**config.mk**
```make
export PLATFORM = sky130hd
export DESIGN_NAME = sync_register_bank
export DESIGN_NICKNAME = d
export VERILOG_FILES = /design/src/hw/rtl/sbr_pkg.sv /design/src/hw/rtl/sbr_ram.sv /design/src/hw/rtl/sbr_front.sv /design/src/hw/rtl/sbr_queue.sv /design/src/hw/rtl/sbr_exec.sv /design/src/hw/rtl/sync_register_bank.sv
export SDC_FILE = /design/constraint.sdc
export NUM_CORES = 2
export LEC_CHECK = 0
export BUFFER_PORTS_ARGS = -buffer_cell sky130_fd_sc_hd__buf_2
export CAP_MARGIN = 10
export CORE_MARGIN = 2
export CORE_UTILIZATION = 45
export CTS_CLUSTER_SIZE = 30
export DETAILED_ROUTE_END_ITERATION = 6
export GPL_ROUTABILITY_DRIVEN = 0
export HOLD_SLACK_MARGIN = 0.06
export PLACE_DENSITY = 0.59
export SLEW_MARGIN = 20
export SYNTH_ARGS = -nofsm -noshare
export SYNTH_HDL_FRONTEND = slang
export SYNTH_SLANG_ARGS = --single-unit
```
**constraint.sdc**
```tcl
create_clock -name clk -period 29.8 [get_ports clk]
set_input_delay 1.49 -clock clk [delete_from_list [all_inputs] [get_ports clk]]
set_output_delay 1.49 -clock clk [all_outputs]
set_load 0.1 [all_outputs]
```
**src/hw/rtl/sbr_pkg.sv**
```systemverilog
// ----------------------------------------------------------------------------
// sbr_pkg
// Shared types, codes and sizes of the synchronization register bank.
// ----------------------------------------------------------------------------
package sbr_pkg;

  localparam int CLUSTERS         = 4;
  localparam int REGS_PER_CLUSTER = 64;

  localparam int BANK_SLOTS  = CLUSTERS * REGS_PER_CLUSTER;
  localparam int GROUP_BYTES = REGS_PER_CLUSTER * 4;
  localparam int BANK_BYTES  = BANK_SLOTS * 4;

  localparam int ADDR_W = 10;
  localparam int DATA_W = 8;
  localparam int SLOT_W = $clog2(BANK_SLOTS);
  localparam int REG_W  = $clog2(REGS_PER_CLUSTER);
  localparam int CALC_W = (($clog2(BANK_BYTES) > ADDR_W) ? $clog2(BANK_BYTES) : ADDR_W) + 1;

  // Allocation search: candidates of one parity, in groups of four.
  localparam int NCAND   = (REGS_PER_CLUSTER + 1) / 2;
  localparam int NGRP    = (NCAND + 3) / 4;
  localparam int ROW_PAD = NGRP * 8;
  localparam int GRP_W   = (NGRP > 1) ? $clog2(NGRP) : 1;

  localparam int QUEUE_DEPTH = 2;
  localparam int QPTR_W      = $clog2(QUEUE_DEPTH);

  localparam logic [1:0] REQ_ALLOC   = 2'd0;
  localparam logic [1:0] REQ_RELEASE = 2'd1;
  localparam logic [1:0] REQ_WRITE   = 2'd2;
  localparam logic [1:0] REQ_READ    = 2'd3;

  localparam logic [1:0] STAT_OK       = 2'd0;
  localparam logic [1:0] STAT_NO_FREE  = 2'd1;
  localparam logic [1:0] STAT_BAD_ADDR = 2'd2;

  typedef struct packed {
    logic [1:0]        req_type;
    logic [1:0]        cluster;
    logic              incr_kind;
    logic [ADDR_W-1:0] byte_address;
    logic [DATA_W-1:0] write_data;
  } sbr_in_t;

  typedef struct packed {
    logic [1:0]        status;
    logic [ADDR_W-1:0] alloc_address;
    logic [DATA_W-1:0] read_data;
  } sbr_out_t;

  // Classified request as it travels from the front end to the executor.
  typedef struct packed {
    logic [1:0]        req_type;
    logic              bad_addr;
    logic              incr_kind;
    logic [SLOT_W-1:0] row_base;
    logic [SLOT_W-1:0] slot_idx;
    logic [REG_W-1:0]  reg_idx;
    logic [CALC_W-1:0] byte_base;
    logic [DATA_W-1:0] write_data;
  } sbr_cmd_t;

  typedef enum logic {
    S_IDLE,
    S_EXEC
  } sbr_state_t;

endpackage

```
**src/hw/rtl/sbr_ram.sv**
```systemverilog
// ----------------------------------------------------------------------------
// sbr_ram
// Generic simple dual-port RAM: one write port, one registered read port.
// ----------------------------------------------------------------------------
module sbr_ram #(
  parameter int WIDTH = 8,
  parameter int DEPTH = 256
) (
  input  logic                     clk,
  input  logic                     we,
  input  logic [$clog2(DEPTH)-1:0] waddr,
  input  logic [WIDTH-1:0]         wdata,
  input  logic [$clog2(DEPTH)-1:0] raddr,
  output logic [WIDTH-1:0]         rdata
);

  logic [WIDTH-1:0] mem_r [DEPTH];

  always_ff @(posedge clk) begin
    if (we) begin
      mem_r[waddr] <= wdata;
    end
    rdata <= mem_r[raddr];
  end

endmodule

```
**src/hw/rtl/sbr_front.sv**
```systemverilog
// ----------------------------------------------------------------------------
// sbr_front
// Request front end: checks cluster and address range, derives slot indexes.
// ----------------------------------------------------------------------------
module sbr_front (
  input  logic             start,
  input  logic             full,
  input  sbr_pkg::sbr_in_t in_item,
  output logic             push,
  output sbr_pkg::sbr_cmd_t cmd
);

  logic                       cl_ok;
  logic                       in_range;
  logic [sbr_pkg::CALC_W-1:0] addr_ext;
  logic [sbr_pkg::CALC_W-1:0] byte_base;
  logic [sbr_pkg::CALC_W-1:0] row_base;
  logic [sbr_pkg::CALC_W-1:0] offset;
  logic [sbr_pkg::CALC_W-1:0] slot_full;
  logic [sbr_pkg::REG_W-1:0]  reg_idx;

  always_comb begin
    cl_ok     = int'(in_item.cluster) < sbr_pkg::CLUSTERS;
    addr_ext  = sbr_pkg::CALC_W'(in_item.byte_address);
    byte_base = sbr_pkg::CALC_W'(in_item.cluster) * sbr_pkg::CALC_W'(sbr_pkg::GROUP_BYTES);
    row_base  = sbr_pkg::CALC_W'(in_item.cluster)
                * sbr_pkg::CALC_W'(sbr_pkg::REGS_PER_CLUSTER);
    offset    = addr_ext - byte_base;
    in_range  = (addr_ext >= byte_base) && (offset < sbr_pkg::CALC_W'(sbr_pkg::GROUP_BYTES));
    // drop the two low address bits
    reg_idx   = offset[sbr_pkg::REG_W+1:2];
    slot_full = row_base + sbr_pkg::CALC_W'(reg_idx);

    push          = start && !full;
    cmd.req_type  = in_item.req_type;
    cmd.incr_kind = in_item.incr_kind;
    cmd.write_data = in_item.write_data;
    cmd.byte_base = byte_base;
    cmd.reg_idx   = reg_idx;
    cmd.bad_addr  = !cl_ok || ((in_item.req_type != sbr_pkg::REQ_ALLOC) && !in_range);
    cmd.row_base  = cl_ok ? row_base[sbr_pkg::SLOT_W-1:0] : '0;
    cmd.slot_idx  = cmd.bad_addr ? '0 : slot_full[sbr_pkg::SLOT_W-1:0];
  end

endmodule

```
**src/hw/rtl/sbr_queue.sv**
```systemverilog
// ----------------------------------------------------------------------------
// sbr_queue
// Short command queue between the front end and the executor.
// ----------------------------------------------------------------------------
module sbr_queue (
  input  logic              clk,
  input  logic              rst_n,
  input  logic              push,
  input  sbr_pkg::sbr_cmd_t cmd_in,
  input  logic              pop,
  output sbr_pkg::sbr_cmd_t cmd_out,
  output logic              full,
  output logic              empty
);

  sbr_pkg::sbr_cmd_t          mem_r [sbr_pkg::QUEUE_DEPTH];
  logic [sbr_pkg::QPTR_W-1:0] wr_ptr_r, wr_ptr_nxt;
  logic [sbr_pkg::QPTR_W-1:0] rd_ptr_r, rd_ptr_nxt;
  logic [sbr_pkg::QPTR_W:0]   count_r, count_nxt;

  always_comb begin
    full       = count_r == (sbr_pkg::QPTR_W+1)'(sbr_pkg::QUEUE_DEPTH);
    empty      = count_r == '0;
    cmd_out    = mem_r[rd_ptr_r];
    wr_ptr_nxt = wr_ptr_r;
    rd_ptr_nxt = rd_ptr_r;
    count_nxt  = count_r;
    if (push) begin
      wr_ptr_nxt = (wr_ptr_r == sbr_pkg::QPTR_W'(sbr_pkg::QUEUE_DEPTH - 1)) ? '0
                 : wr_ptr_r + 1'b1;
    end
    if (pop) begin
      rd_ptr_nxt = (rd_ptr_r == sbr_pkg::QPTR_W'(sbr_pkg::QUEUE_DEPTH - 1)) ? '0
                 : rd_ptr_r + 1'b1;
    end
    if (push && !pop) begin
      count_nxt = count_r + 1'b1;
    end else if (pop && !push) begin
      count_nxt = count_r - 1'b1;
    end
  end

  always_ff @(posedge clk) begin
    if (!rst_n) begin
      wr_ptr_r <= '0;
      rd_ptr_r <= '0;
      count_r  <= '0;
    end else begin
      wr_ptr_r <= wr_ptr_nxt;
      rd_ptr_r <= rd_ptr_nxt;
      count_r  <= count_nxt;
    end
  end

  always_ff @(posedge clk) begin
    if (push) begin
      mem_r[wr_ptr_r] <= cmd_in;
    end
  end

  a_count_bound: assert property (@(posedge clk) disable iff (!rst_n)
    count_r <= (sbr_pkg::QPTR_W+1)'(sbr_pkg::QUEUE_DEPTH))
    else $error("queue count above depth");

endmodule

```
**src/hw/rtl/sbr_exec.sv**
```systemverilog
// ----------------------------------------------------------------------------
// sbr_exec
// Executor: slot allocation search, in-use bits and register read-modify-write.
// ----------------------------------------------------------------------------
module sbr_exec (
  input  logic              clk,
  input  logic              rst_n,
  input  logic              empty,
  input  sbr_pkg::sbr_cmd_t head,
  output logic              pop,
  output logic              out_valid,
  output sbr_pkg::sbr_out_t out_result
);

  sbr_pkg::sbr_state_t state_r, state_nxt;
  sbr_pkg::sbr_cmd_t   cur_r;

  logic [sbr_pkg::BANK_SLOTS-1:0] in_use_r, in_use_nxt;
  logic [sbr_pkg::BANK_SLOTS-1:0] vld_r, vld_nxt;
  logic                           vld_rd_r;

  logic [sbr_pkg::NGRP-1:0]       grp_free_r, grp_free_nxt;
  logic [sbr_pkg::NGRP-1:0][1:0]  grp_pick_r, grp_pick_nxt;
  logic [sbr_pkg::ROW_PAD-1:0]    row;
  logic                           cand_free;

  logic                       found;
  logic [sbr_pkg::GRP_W-1:0]  sel_g;
  logic [sbr_pkg::REG_W-1:0]  alloc_reg;
  logic [sbr_pkg::SLOT_W-1:0] alloc_slot;
  logic [sbr_pkg::CALC_W-1:0] alloc_byte;

  logic                       ram_we;
  logic [sbr_pkg::DATA_W-1:0] ram_wdata;
  logic [sbr_pkg::DATA_W-1:0] ram_q;
  logic [sbr_pkg::DATA_W-1:0] old_val;

  logic                       out_valid_r, out_valid_nxt;
  sbr_pkg::sbr_out_t          out_res_r, out_res_nxt;

  sbr_ram #(
    .WIDTH(sbr_pkg::DATA_W),
    .DEPTH(sbr_pkg::BANK_SLOTS)
  ) u_value_ram (
    .clk  (clk),
    .we   (ram_we),
    .waddr(cur_r.slot_idx),
    .wdata(ram_wdata),
    .raddr(head.slot_idx),
    .rdata(ram_q)
  );

  // First search level: per group of four candidates, any free and which one.
  always_comb begin
    row = '1;
    row[sbr_pkg::REGS_PER_CLUSTER-1:0] =
      in_use_r[head.row_base +: sbr_pkg::REGS_PER_CLUSTER];
    grp_free_nxt = '0;
    grp_pick_nxt = '0;
    cand_free    = 1'b0;
    for (int g = 0; g < sbr_pkg::NGRP; g++) begin
      for (int j = 3; j >= 0; j--) begin
        cand_free = !row[g*8 + j*2 + int'(head.incr_kind)];
        if (cand_free) begin
          grp_free_nxt[g] = 1'b1;
          grp_pick_nxt[g] = 2'(j);
        end
      end
    end
  end

  // Second search level: lowest group with a free candidate.
  always_comb begin
    found = |grp_free_r;
    sel_g = '0;
    for (int g = sbr_pkg::NGRP - 1; g >= 0; g--) begin
      if (grp_free_r[g]) begin
        sel_g = sbr_pkg::GRP_W'(g);
      end
    end
    alloc_reg  = sbr_pkg::REG_W'({sel_g, grp_pick_r[sel_g], cur_r.incr_kind});
    alloc_slot = cur_r.row_base + sbr_pkg::SLOT_W'(alloc_reg);
    alloc_byte = cur_r.byte_base + (sbr_pkg::CALC_W'(alloc_reg) << 2);
  end

  always_comb begin
    state_nxt     = state_r;
    pop           = 1'b0;
    in_use_nxt    = in_use_r;
    vld_nxt       = vld_r;
    ram_we        = 1'b0;
    ram_wdata     = '0;
    out_valid_nxt = 1'b0;
    out_res_nxt   = '0;
    // an entry never written since reset reads as zero
    old_val       = vld_rd_r ? ram_q : '0;

    unique case (state_r)
      sbr_pkg::S_IDLE: begin
        if (!empty) begin
          pop       = 1'b1;
          state_nxt = sbr_pkg::S_EXEC;
        end
      end
      sbr_pkg::S_EXEC: begin
        state_nxt     = sbr_pkg::S_IDLE;
        out_valid_nxt = 1'b1;
        if (cur_r.bad_addr) begin
          out_res_nxt.status = sbr_pkg::STAT_BAD_ADDR;
        end else begin
          unique case (cur_r.req_type)
            sbr_pkg::REQ_ALLOC: begin
              if (found) begin
                in_use_nxt[alloc_slot]    = 1'b1;
                out_res_nxt.alloc_address = alloc_byte[sbr_pkg::ADDR_W-1:0];
              end else begin
                out_res_nxt.status = sbr_pkg::STAT_NO_FREE;
              end
            end
            sbr_pkg::REQ_RELEASE: begin
              in_use_nxt[cur_r.slot_idx] = 1'b0;
            end
            sbr_pkg::REQ_WRITE: begin
              ram_we                = 1'b1;
              vld_nxt[cur_r.slot_idx] = 1'b1;
              // slot indexes that are a multiple of eight take a plain set
              ram_wdata = (cur_r.reg_idx[2:0] != 3'd0) ? old_val + cur_r.write_data
                        : cur_r.write_data;
            end
            sbr_pkg::REQ_READ: begin
              vld_nxt[cur_r.slot_idx] = 1'b0;
              out_res_nxt.read_data   = old_val;
            end
            default: begin
            end
          endcase
        end
      end
      default: begin
        state_nxt = sbr_pkg::S_IDLE;
      end
    endcase
  end

  always_ff @(posedge clk) begin
    if (!rst_n) begin
      state_r     <= sbr_pkg::S_IDLE;
      in_use_r    <= '0;
      vld_r       <= '0;
      out_valid_r <= 1'b0;
    end else begin
      state_r     <= state_nxt;
      in_use_r    <= in_use_nxt;
      vld_r       <= vld_nxt;
      out_valid_r <= out_valid_nxt;
    end
  end

  always_ff @(posedge clk) begin
    if (pop) begin
      cur_r      <= head;
      vld_rd_r   <= vld_r[head.slot_idx];
      grp_free_r <= grp_free_nxt;
      grp_pick_r <= grp_pick_nxt;
    end
    out_res_r <= out_res_nxt;
  end

  assign out_valid  = out_valid_r;
  assign out_result = out_res_r;

  a_out_after_exec: assert property (@(posedge clk) disable iff (!rst_n)
    out_valid_r |-> $past(state_r == sbr_pkg::S_EXEC))
    else $error("result beat without an executed request");

  a_fail_zero: assert property (@(posedge clk) disable iff (!rst_n)
    (out_valid_r && out_res_r.status != sbr_pkg::STAT_OK) |->
      (out_res_r.alloc_address == '0 && out_res_r.read_data == '0))
    else $error("failed request returned nonzero payload");

  a_alloc_marks: assert property (@(posedge clk) disable iff (!rst_n)
    (state_r == sbr_pkg::S_EXEC && cur_r.req_type == sbr_pkg::REQ_ALLOC &&
     !cur_r.bad_addr && found) |=> in_use_r[$past(alloc_slot)])
    else $error("allocated slot not marked in use");

endmodule

```
**src/hw/rtl/sync_register_bank.sv**
```systemverilog
// ----------------------------------------------------------------------------
// sync_register_bank
// Per-cluster synchronization registers with slot allocation.
// ----------------------------------------------------------------------------
// Usage:
//   Requests (allocate, release, write, read) enter on in_item and are taken
//   at a clock edge with start high and busy low. A front end checks the
//   cluster and address and places the request in a two-entry queue; the
//   executor drains the queue one request at a time.
//   Each request yields one result beat: out_valid is high for exactly one
//   cycle with out_result holding status, allocated address and read byte.
//   The receiver cannot stall the result channel.
//   An accepted request is queued, popped in S_IDLE, executed in S_EXEC and
//   its result registered. The lookup / read-modify-write pair on the
//   single-port-write value RAM keeps the executor from taking a new request
//   before the last is done. busy rises while the queue is full.
//   Reset (rst_n low, synchronous) frees every slot and zeroes every register
//   at once through per-entry flags; no clearing pass is needed.
// ----------------------------------------------------------------------------
module sync_register_bank (
  input  logic              clk,
  input  logic              rst_n,
  input  logic              start,
  output logic              busy,
  input  sbr_pkg::sbr_in_t  in_item,
  output logic              out_valid,
  output sbr_pkg::sbr_out_t out_result
);

  logic              push;
  logic              pop;
  logic              full;
  logic              empty;
  sbr_pkg::sbr_cmd_t cmd_in;
  sbr_pkg::sbr_cmd_t cmd_head;

  sbr_front u_front (
    .start  (start),
    .full   (full),
    .in_item(in_item),
    .push   (push),
    .cmd    (cmd_in)
  );

  sbr_queue u_queue (
    .clk    (clk),
    .rst_n  (rst_n),
    .push   (push),
    .cmd_in (cmd_in),
    .pop    (pop),
    .cmd_out(cmd_head),
    .full   (full),
    .empty  (empty)
  );

  sbr_exec u_exec (
    .clk       (clk),
    .rst_n     (rst_n),
    .empty     (empty),
    .head      (cmd_head),
    .pop       (pop),
    .out_valid (out_valid),
    .out_result(out_result)
  );

  assign busy = full;

endmodule

```
### Word-level counts from Yosys, hierarchy flattened

Memory sizes are Yosys's and may differ from the RTL's. A register that Yosys moved wholly into a read port is not among the register bits.
Cells that the tools add are included.
W data, S select, Z words.

* add/subtract/negate cells: 40
* $lt $le $gt $ge: 40
* eq/ne operators: 5
* shift-type cells: 1
* mux-type cells: 173
* bitwise operators: 10
* reduce and logical (&&, ||, !) cells: 40

Operators with widths (count)
* $pmux W256 S2: 2
* $lt A32 B8 Y1 const B: 31
* $and A256 B256 Y256: 2
* $or A256 B256 Y256: 2
* $mux W256: 1
* $not A256 Y256: 1
* $shiftx A256 B9 Y64: 1
* $bmux W1 S6: 31
* $add A6 B1 Y7 const A: 16
* $mux W1: 98
* $add A5 B1 Y6 const A: 8
* $mux W8: 6
* $mux W2: 20
* $lt A8 B9 Y1 const B: 3
* $reduce_and A3 Y1: 9
* $mux W3: 8
* $add A4 B1 Y5 const A: 4
* $add A8 B6 Y8: 2
* $demux W1 S8: 2
* $ge A8 B1 Y1 const B: 2
* $reduce_and A2 Y1: 8
* $mux W12: 1
* $lt A11 B9 Y1 const B: 1
* $sub A10 B10 Y11: 1
* 27 further kinds: 49

* flip-flop bits (word level): 604
* memory bits (writable): 2108
* input port bits: 26
* output and inout port bits: 22
* logic and storage cells: 355
* memories: 2

Memory list
* u_exec.u_value_ram.mem_r: depth 256, bits a word 8, rd ports 1, clocked after memory_dff 1, wr ports 1, RTL line sbr_ram.sv:17 `logic [WIDTH-1:0] mem_r [DEPTH];`
* u_queue.mem_r: depth 2, bits a word 30, rd ports 1, clocked after memory_dff 1, wr ports 1, RTL line sbr_queue.sv:16 `sbr_pkg::sbr_cmd_t mem_r [sbr_pkg::QUEUE_DEPTH];`

### Logic depth before layout (Yosys ltp)

* depth after elaboration: 18
* depth in mapped cells: 15
* depth with buffers taken out: 11

### Hierarchy

A second synthesis with hierarchy kept.

* cell total of the unflattened synthesis: 9366
* area total of the unflattened synthesis: 134367.6 µm²

By module, submodules not included
* sbr_ram: times used 1, cells each 3733, area an instance 79556.3 µm², sequential area each 61659.1 µm²
* sbr_exec: times used 1, cells each 5421, area an instance 50972.6 µm², sequential area each 12672.2 µm²
* sbr_queue: times used 1, cells each 162, area an instance 3478.3 µm², sequential area each 2802.7 µm²
* sbr_front: times used 1, cells each 50, area an instance 360.3 µm², sequential area each 0.0 µm²

### Worst setup path after synthesis

Ideal clock, no wire load.

* path kind: register to register
* start: register u_exec.vld_rd_r
* end: memory u_exec.u_value_ram.mem_r[0][7] (data pin)
* library setup time: 1573 ps
* arrival: 9014 ps
* required time: 28227 ps
* setup slack: 19213 ps
* cell stages (with the launch flop): 11
* path buffers: 0
* period minus slack after synthesis: 10587 ps
* path through: edfxtp_1 -> and2_1 -> ha_1 -> a21o_1 -> a21oi_1 -> nor2b_1 -> o21a_1 -> o41ai_1 -> xnor2_1 -> or3_1 -> a21oi_1

* cells in the longest elaborated chain, start to end: 6

RTL lines
* from (decl): RTL line sbr_exec.sv:20 `logic vld_rd_r;`
* from (signal assigned): RTL line sbr_exec.sv:162 `vld_rd_r <= vld_r[head.slot_idx];`
* $mux W8: RTL line sbr_exec.sv:96 `old_val = vld_rd_r ? ram_q : '0;`
* named net u_exec.old_val (one bit): RTL line sbr_exec.sv:36 `logic [sbr_pkg::DATA_W-1:0] old_val;`
* $add A8 B8 Y8: RTL line sbr_exec.sv:127 `ram_wdata = (cur_r.reg_idx[2:0] != 3'd0) ? old_val + cur_r.write_data`
* $mux W8: RTL line sbr_exec.sv:127
* $mux W8: RTL line sbr_exec.sv:111 `unique case (cur_r.req_type)`
* $mux W8: RTL line sbr_exec.sv:108 `if (cur_r.bad_addr) begin`
* $mux W8: RTL line sbr_exec.sv:98 `unique case (state_r)`
* named net u_exec.ram_wdata (one bit): RTL line sbr_exec.sv:34 `logic [sbr_pkg::DATA_W-1:0] ram_wdata;`
* to (decl): RTL line sbr_ram.sv:17

The timed path passes the listed nets, and every way through them passes these cells.

==> metrics.md <==
| Metric | Value |
|---|---|
| Critical Path Sink Type | `flip-flop` |
| Synth area leader | `edfxtp_1` |
| GRT overflow | `0` |
| P per Cell Area | `between 80 and 90 nW/µm²` |
| Nets@finish | `8719` |
| Final instance area | `122000 µm²` |
| Cell area after synthesis | `between 100000 and 150000 µm²` |
| Clock Path Buffers | `4` |
| Largest reg by FF count | `u_exec.u_value_ram.mem_r` |
| Initial Utilization | `between 40% and 50%` |
| Simple-gate portion of the synthesized area | `12.0%` |
| Crit path max-delay family | `buffers and inverters` |
| Max reg flops | `~2000` |
| Post-Synth XOR/XNOR Area | `less than 1%` |
| Most frequent cells in the layout | `edfxtp_1, nand2_1, dfxtp_1, a21oi_1, nand3_1` |
| Cells after Synth | `8831` |
| Post-synth ARST share | `0%` |
| Vias in the first global route | `71000` |
| Final Critical Period | `7290 ps` |
| Avg WL per Cell | `28.9 µm` |
| Clock transition at the registers of the reported paths | `approximately 60 ps` |
| DRT antenna net count | `0` |
| Die Ht | `about 500 µm` |
| Port Buffers | `43` |
| 1st-iter DRT viols | `around 11000` |
| Startpoint Class | `flip-flop` |
| CP Max Fanout | `about 130` |
| CP peak stage delay | `between 800 and 900 ps` |
| Fillers | `20800` |
| Initial antenna violation count | `19` |
| Footprint of the multi-input gates | `between 30000 and 40000 µm²` |
| Syn Area/Cell | `12.5 µm²` |
| Post-layout util | `approximately half` |
| Ys flop type | `edfxtp_1` |
| Hold Buf Count CTS | `0` |
| DR DRC count | `0` |
| Largest net degree at the start of global routing | `195` |
| Sequential area share after synthesis | `between 60% and 70%` |
| Reg area | `about 75000 µm²` |
| Worst vdd ir | `about 0.000083 V` |
| Final setup violation count | `0` |
| Total track usage | `between 20% and 30%` |
| Post-cts repair resize count | `0` |
| First-pass iteration count of the detailed router | `6` |
| RSZ-0062 raised after global routing | `no` |
| Number of cell rows | `approximately 180` |
| Synth Warn # | `0` |
| Die area | `~250000 µm²` |
| Core area | `around 240000 µm²` |
| WP data arrival | `around 8100 ps` |
| Layout Skew | `62.3 ps` |
| Synth Area in Compound Gates | `10.2%` |
| Worst hold slack | `roughly 470 ps` |
| Slew at the pin closest to its max-slew limit | `around 1300 ps` |
| Final Hold Vio Count | `0` |
| Die W | `498 µm` |
| Clock sinks | `2693` |
| CP dominant cell by count | `buf_4` |
| First-pass GRT wire length | `501000 µm` |
| Share of post-route cells with drive strength above 1 | `between 9 and 10%` |
| Final setup margin | `approximately 23000 ps` |
| Slew margin rel. | `between 10% and 20%` |
| Vias per cell | `between 6 and 7` |
| Status | `complete, no violations` |
| I/O pin total | `between 40 and 50` |
| Yosys top cell area share | `around three fifths` |
| Vias | `75800` |
| Commonest non-fill, non-tap cell in the layout | `edfxtp_1` |
| Setup bufs post-CTS | `0` |
| Yosys reg bits | `roughly 2700` |
| Final period util | `approximately a quarter` |
| Post-synthesis mux area share | `between 6 and 7%` |
| Largest family of logic cells by synthesized area | `simple AND/OR/NAND/NOR gates` |
| Setup TNS | `0 ps` |
| Clock tree root buffer cell | `clkbuf_16` |
| Synth unique cells | `about 70` |
| Critical path class | `flip-flop to flip-flop` |
| Slowest library cell on the worst path | `a2111oi_0` |
| Post-Synth Adder-Cell Area | `less than 1%` |
| Num CTS Buffers | `roughly 290` |
| Area contributors post-synth | `edfxtp_1, dfxtp_1, nand2_1` |
| EDFF count, synth | `between 2000 and 2500` |
| Fin. max-slew vios | `0` |
| CTS tree | `built` |
| Placed Area | `approximately 110000 µm²` |
| DP Worst Slack | `22570 ps` |
| Critical Path RT | `~31000 ps` |
| WL final | `about 350000 µm` |
| Worst-skew pair later-pin latency | `950 ps` |
| Maxcap violations | `0` |
| Area growth, synth to finish | `11.3%` |
| Htree depth | `5` |
| Buf/Inv on CP | `6` |
| Leakage | `about 40 nW` |
| Largest registers | `u_exec.u_value_ram.mem_r x2048, u_exec.in_use_r x256, u_queue.mem_r x50` |
| Fmax | `137 MHz` |
| HPWL Detailed | `about 200000 µm` |
| Worst path cell trace | `buf_4, mux2i_4, inv_8, buf_12, buf_4, buf_4, buf_4, mux4_2, a2111oi_0, nor3_1, nand2_1, a311o_1, nor4_1` |
| Hold Crit Class | `flip-flop to flip-flop` |
synthesized netlist by cell type (20+ instances only):
| master | n |
|---|---|
| edfxtp_1 | 2148 |
| nand2_1 | 1714 |
| dfxtp_1 | 545 |
| nand3_1 | 540 |
| a21oi_1 | 538 |
| clkbuf_1 | 475 |
| nor2_1 | 455 |
| mux2i_1 | 432 |
| o21ai_0 | 331 |
| a311oi_1 | 271 |
| o221ai_1 | 167 |
| nor3_1 | 140 |
| a31oi_1 | 125 |
| o22ai_1 | 108 |
| and3_1 | 105 |
| buf_2 | 104 |
| mux4_2 | 104 |
| buf_1 | 85 |
| a211oi_1 | 64 |
| buf_4 | 40 |
| nand4_1 | 34 |
| nor2b_1 | 26 |
| and2_1 | 22 |
| a2111oi_0 | 20 |
| a32o_1 | 20 |
| nor4_1 | 20 |
through the flow:
| stage | total power, W | std cells |
|---|---|---|
| final | 0.0105 | 12100 |
| after global routing | 0.0108 | 12100 |
| after CTS | 0.0104 | 12100 |
| after detailed placement | 0.00705 | 11600 |
| after global placement | 0.00703 | 11600 |
| after floorplan | 0.00589 | 8832 |
final cells by class:
cell class                      count  share of cell area [%]
Inverter                           24                   0.101
Timing Repair Buffer              266                    1.67
Clock buffer                      396                    6.55
Antenna cell                        5                  0.0102
Multi-Input combinational cell   5407                    26.1
Sequential cell                  2693                    61.6
Tap cell                         3202                    3.27
Clock inverter                    104                   0.668
power by group:
| part | leakage [nW] | switching, W | internal, W |
|---|---|---|---|
| Clock | 4.34 | 0.00145 | 0.00199 |
| Sequential | 24.3 | 0.0000650 | 0.00415 |
| Combinational | 11.2 | 0.00213 | 0.000702 |
| Total | 39.8 | 0.00364 | 0.00684 |
worst min-delay path: cells and delay by family, from the launching register on:
kind | cells | cell delay [ps]
AO/OA/AOI/OAI | 1 | 60
flip-flops | 1 | 320
AND/OR/NAND/NOR | 1 | 60
per-layer routing:
metal | share of wire [%] | track usage, % | vias up
met1 | 41 | 38.3 | 38000
li1 | - | - | 32900
met4 | 4.1 | 10.7 | 12
met2 | 45 | 41.9 | 4226
met5 | 0.021 | 0 | -
met3 | 10 | 5.49 | 682
cell families after synthesis:
| logic type | count (synthesis) |
|---|---|
| buffers and inverters | 732 |
| and+or+nand+nor | 3102 |
| AOI/OAI and AO/OA | 1729 |
| adders and majority gates | 9 |
| xor gates and xnor gates | 11 |
| other | 1 |
| DFF | 2693 |
| muxes | 554 |
worst paths after layout:
| path | from | slack, ps | end | cells past startpoint |
|---|---|---|---|---|
| setup / recovery | flip-flop | 22510 | u_exec.u_value_ram.rdata[5] | 13 |
| hold / removal | u_exec.in_use_r[136] | 470 | u_exec.in_use_r[136] | 2 |
| setup reg to reg | flip-flop | 22510 | u_exec.u_value_ram.rdata[5] | 13 |
| hold reg to reg | u_exec.in_use_r[136] | 470 | u_exec.in_use_r[136] | 2 |
Note: power is estimated with default switching activity, not from simulation.
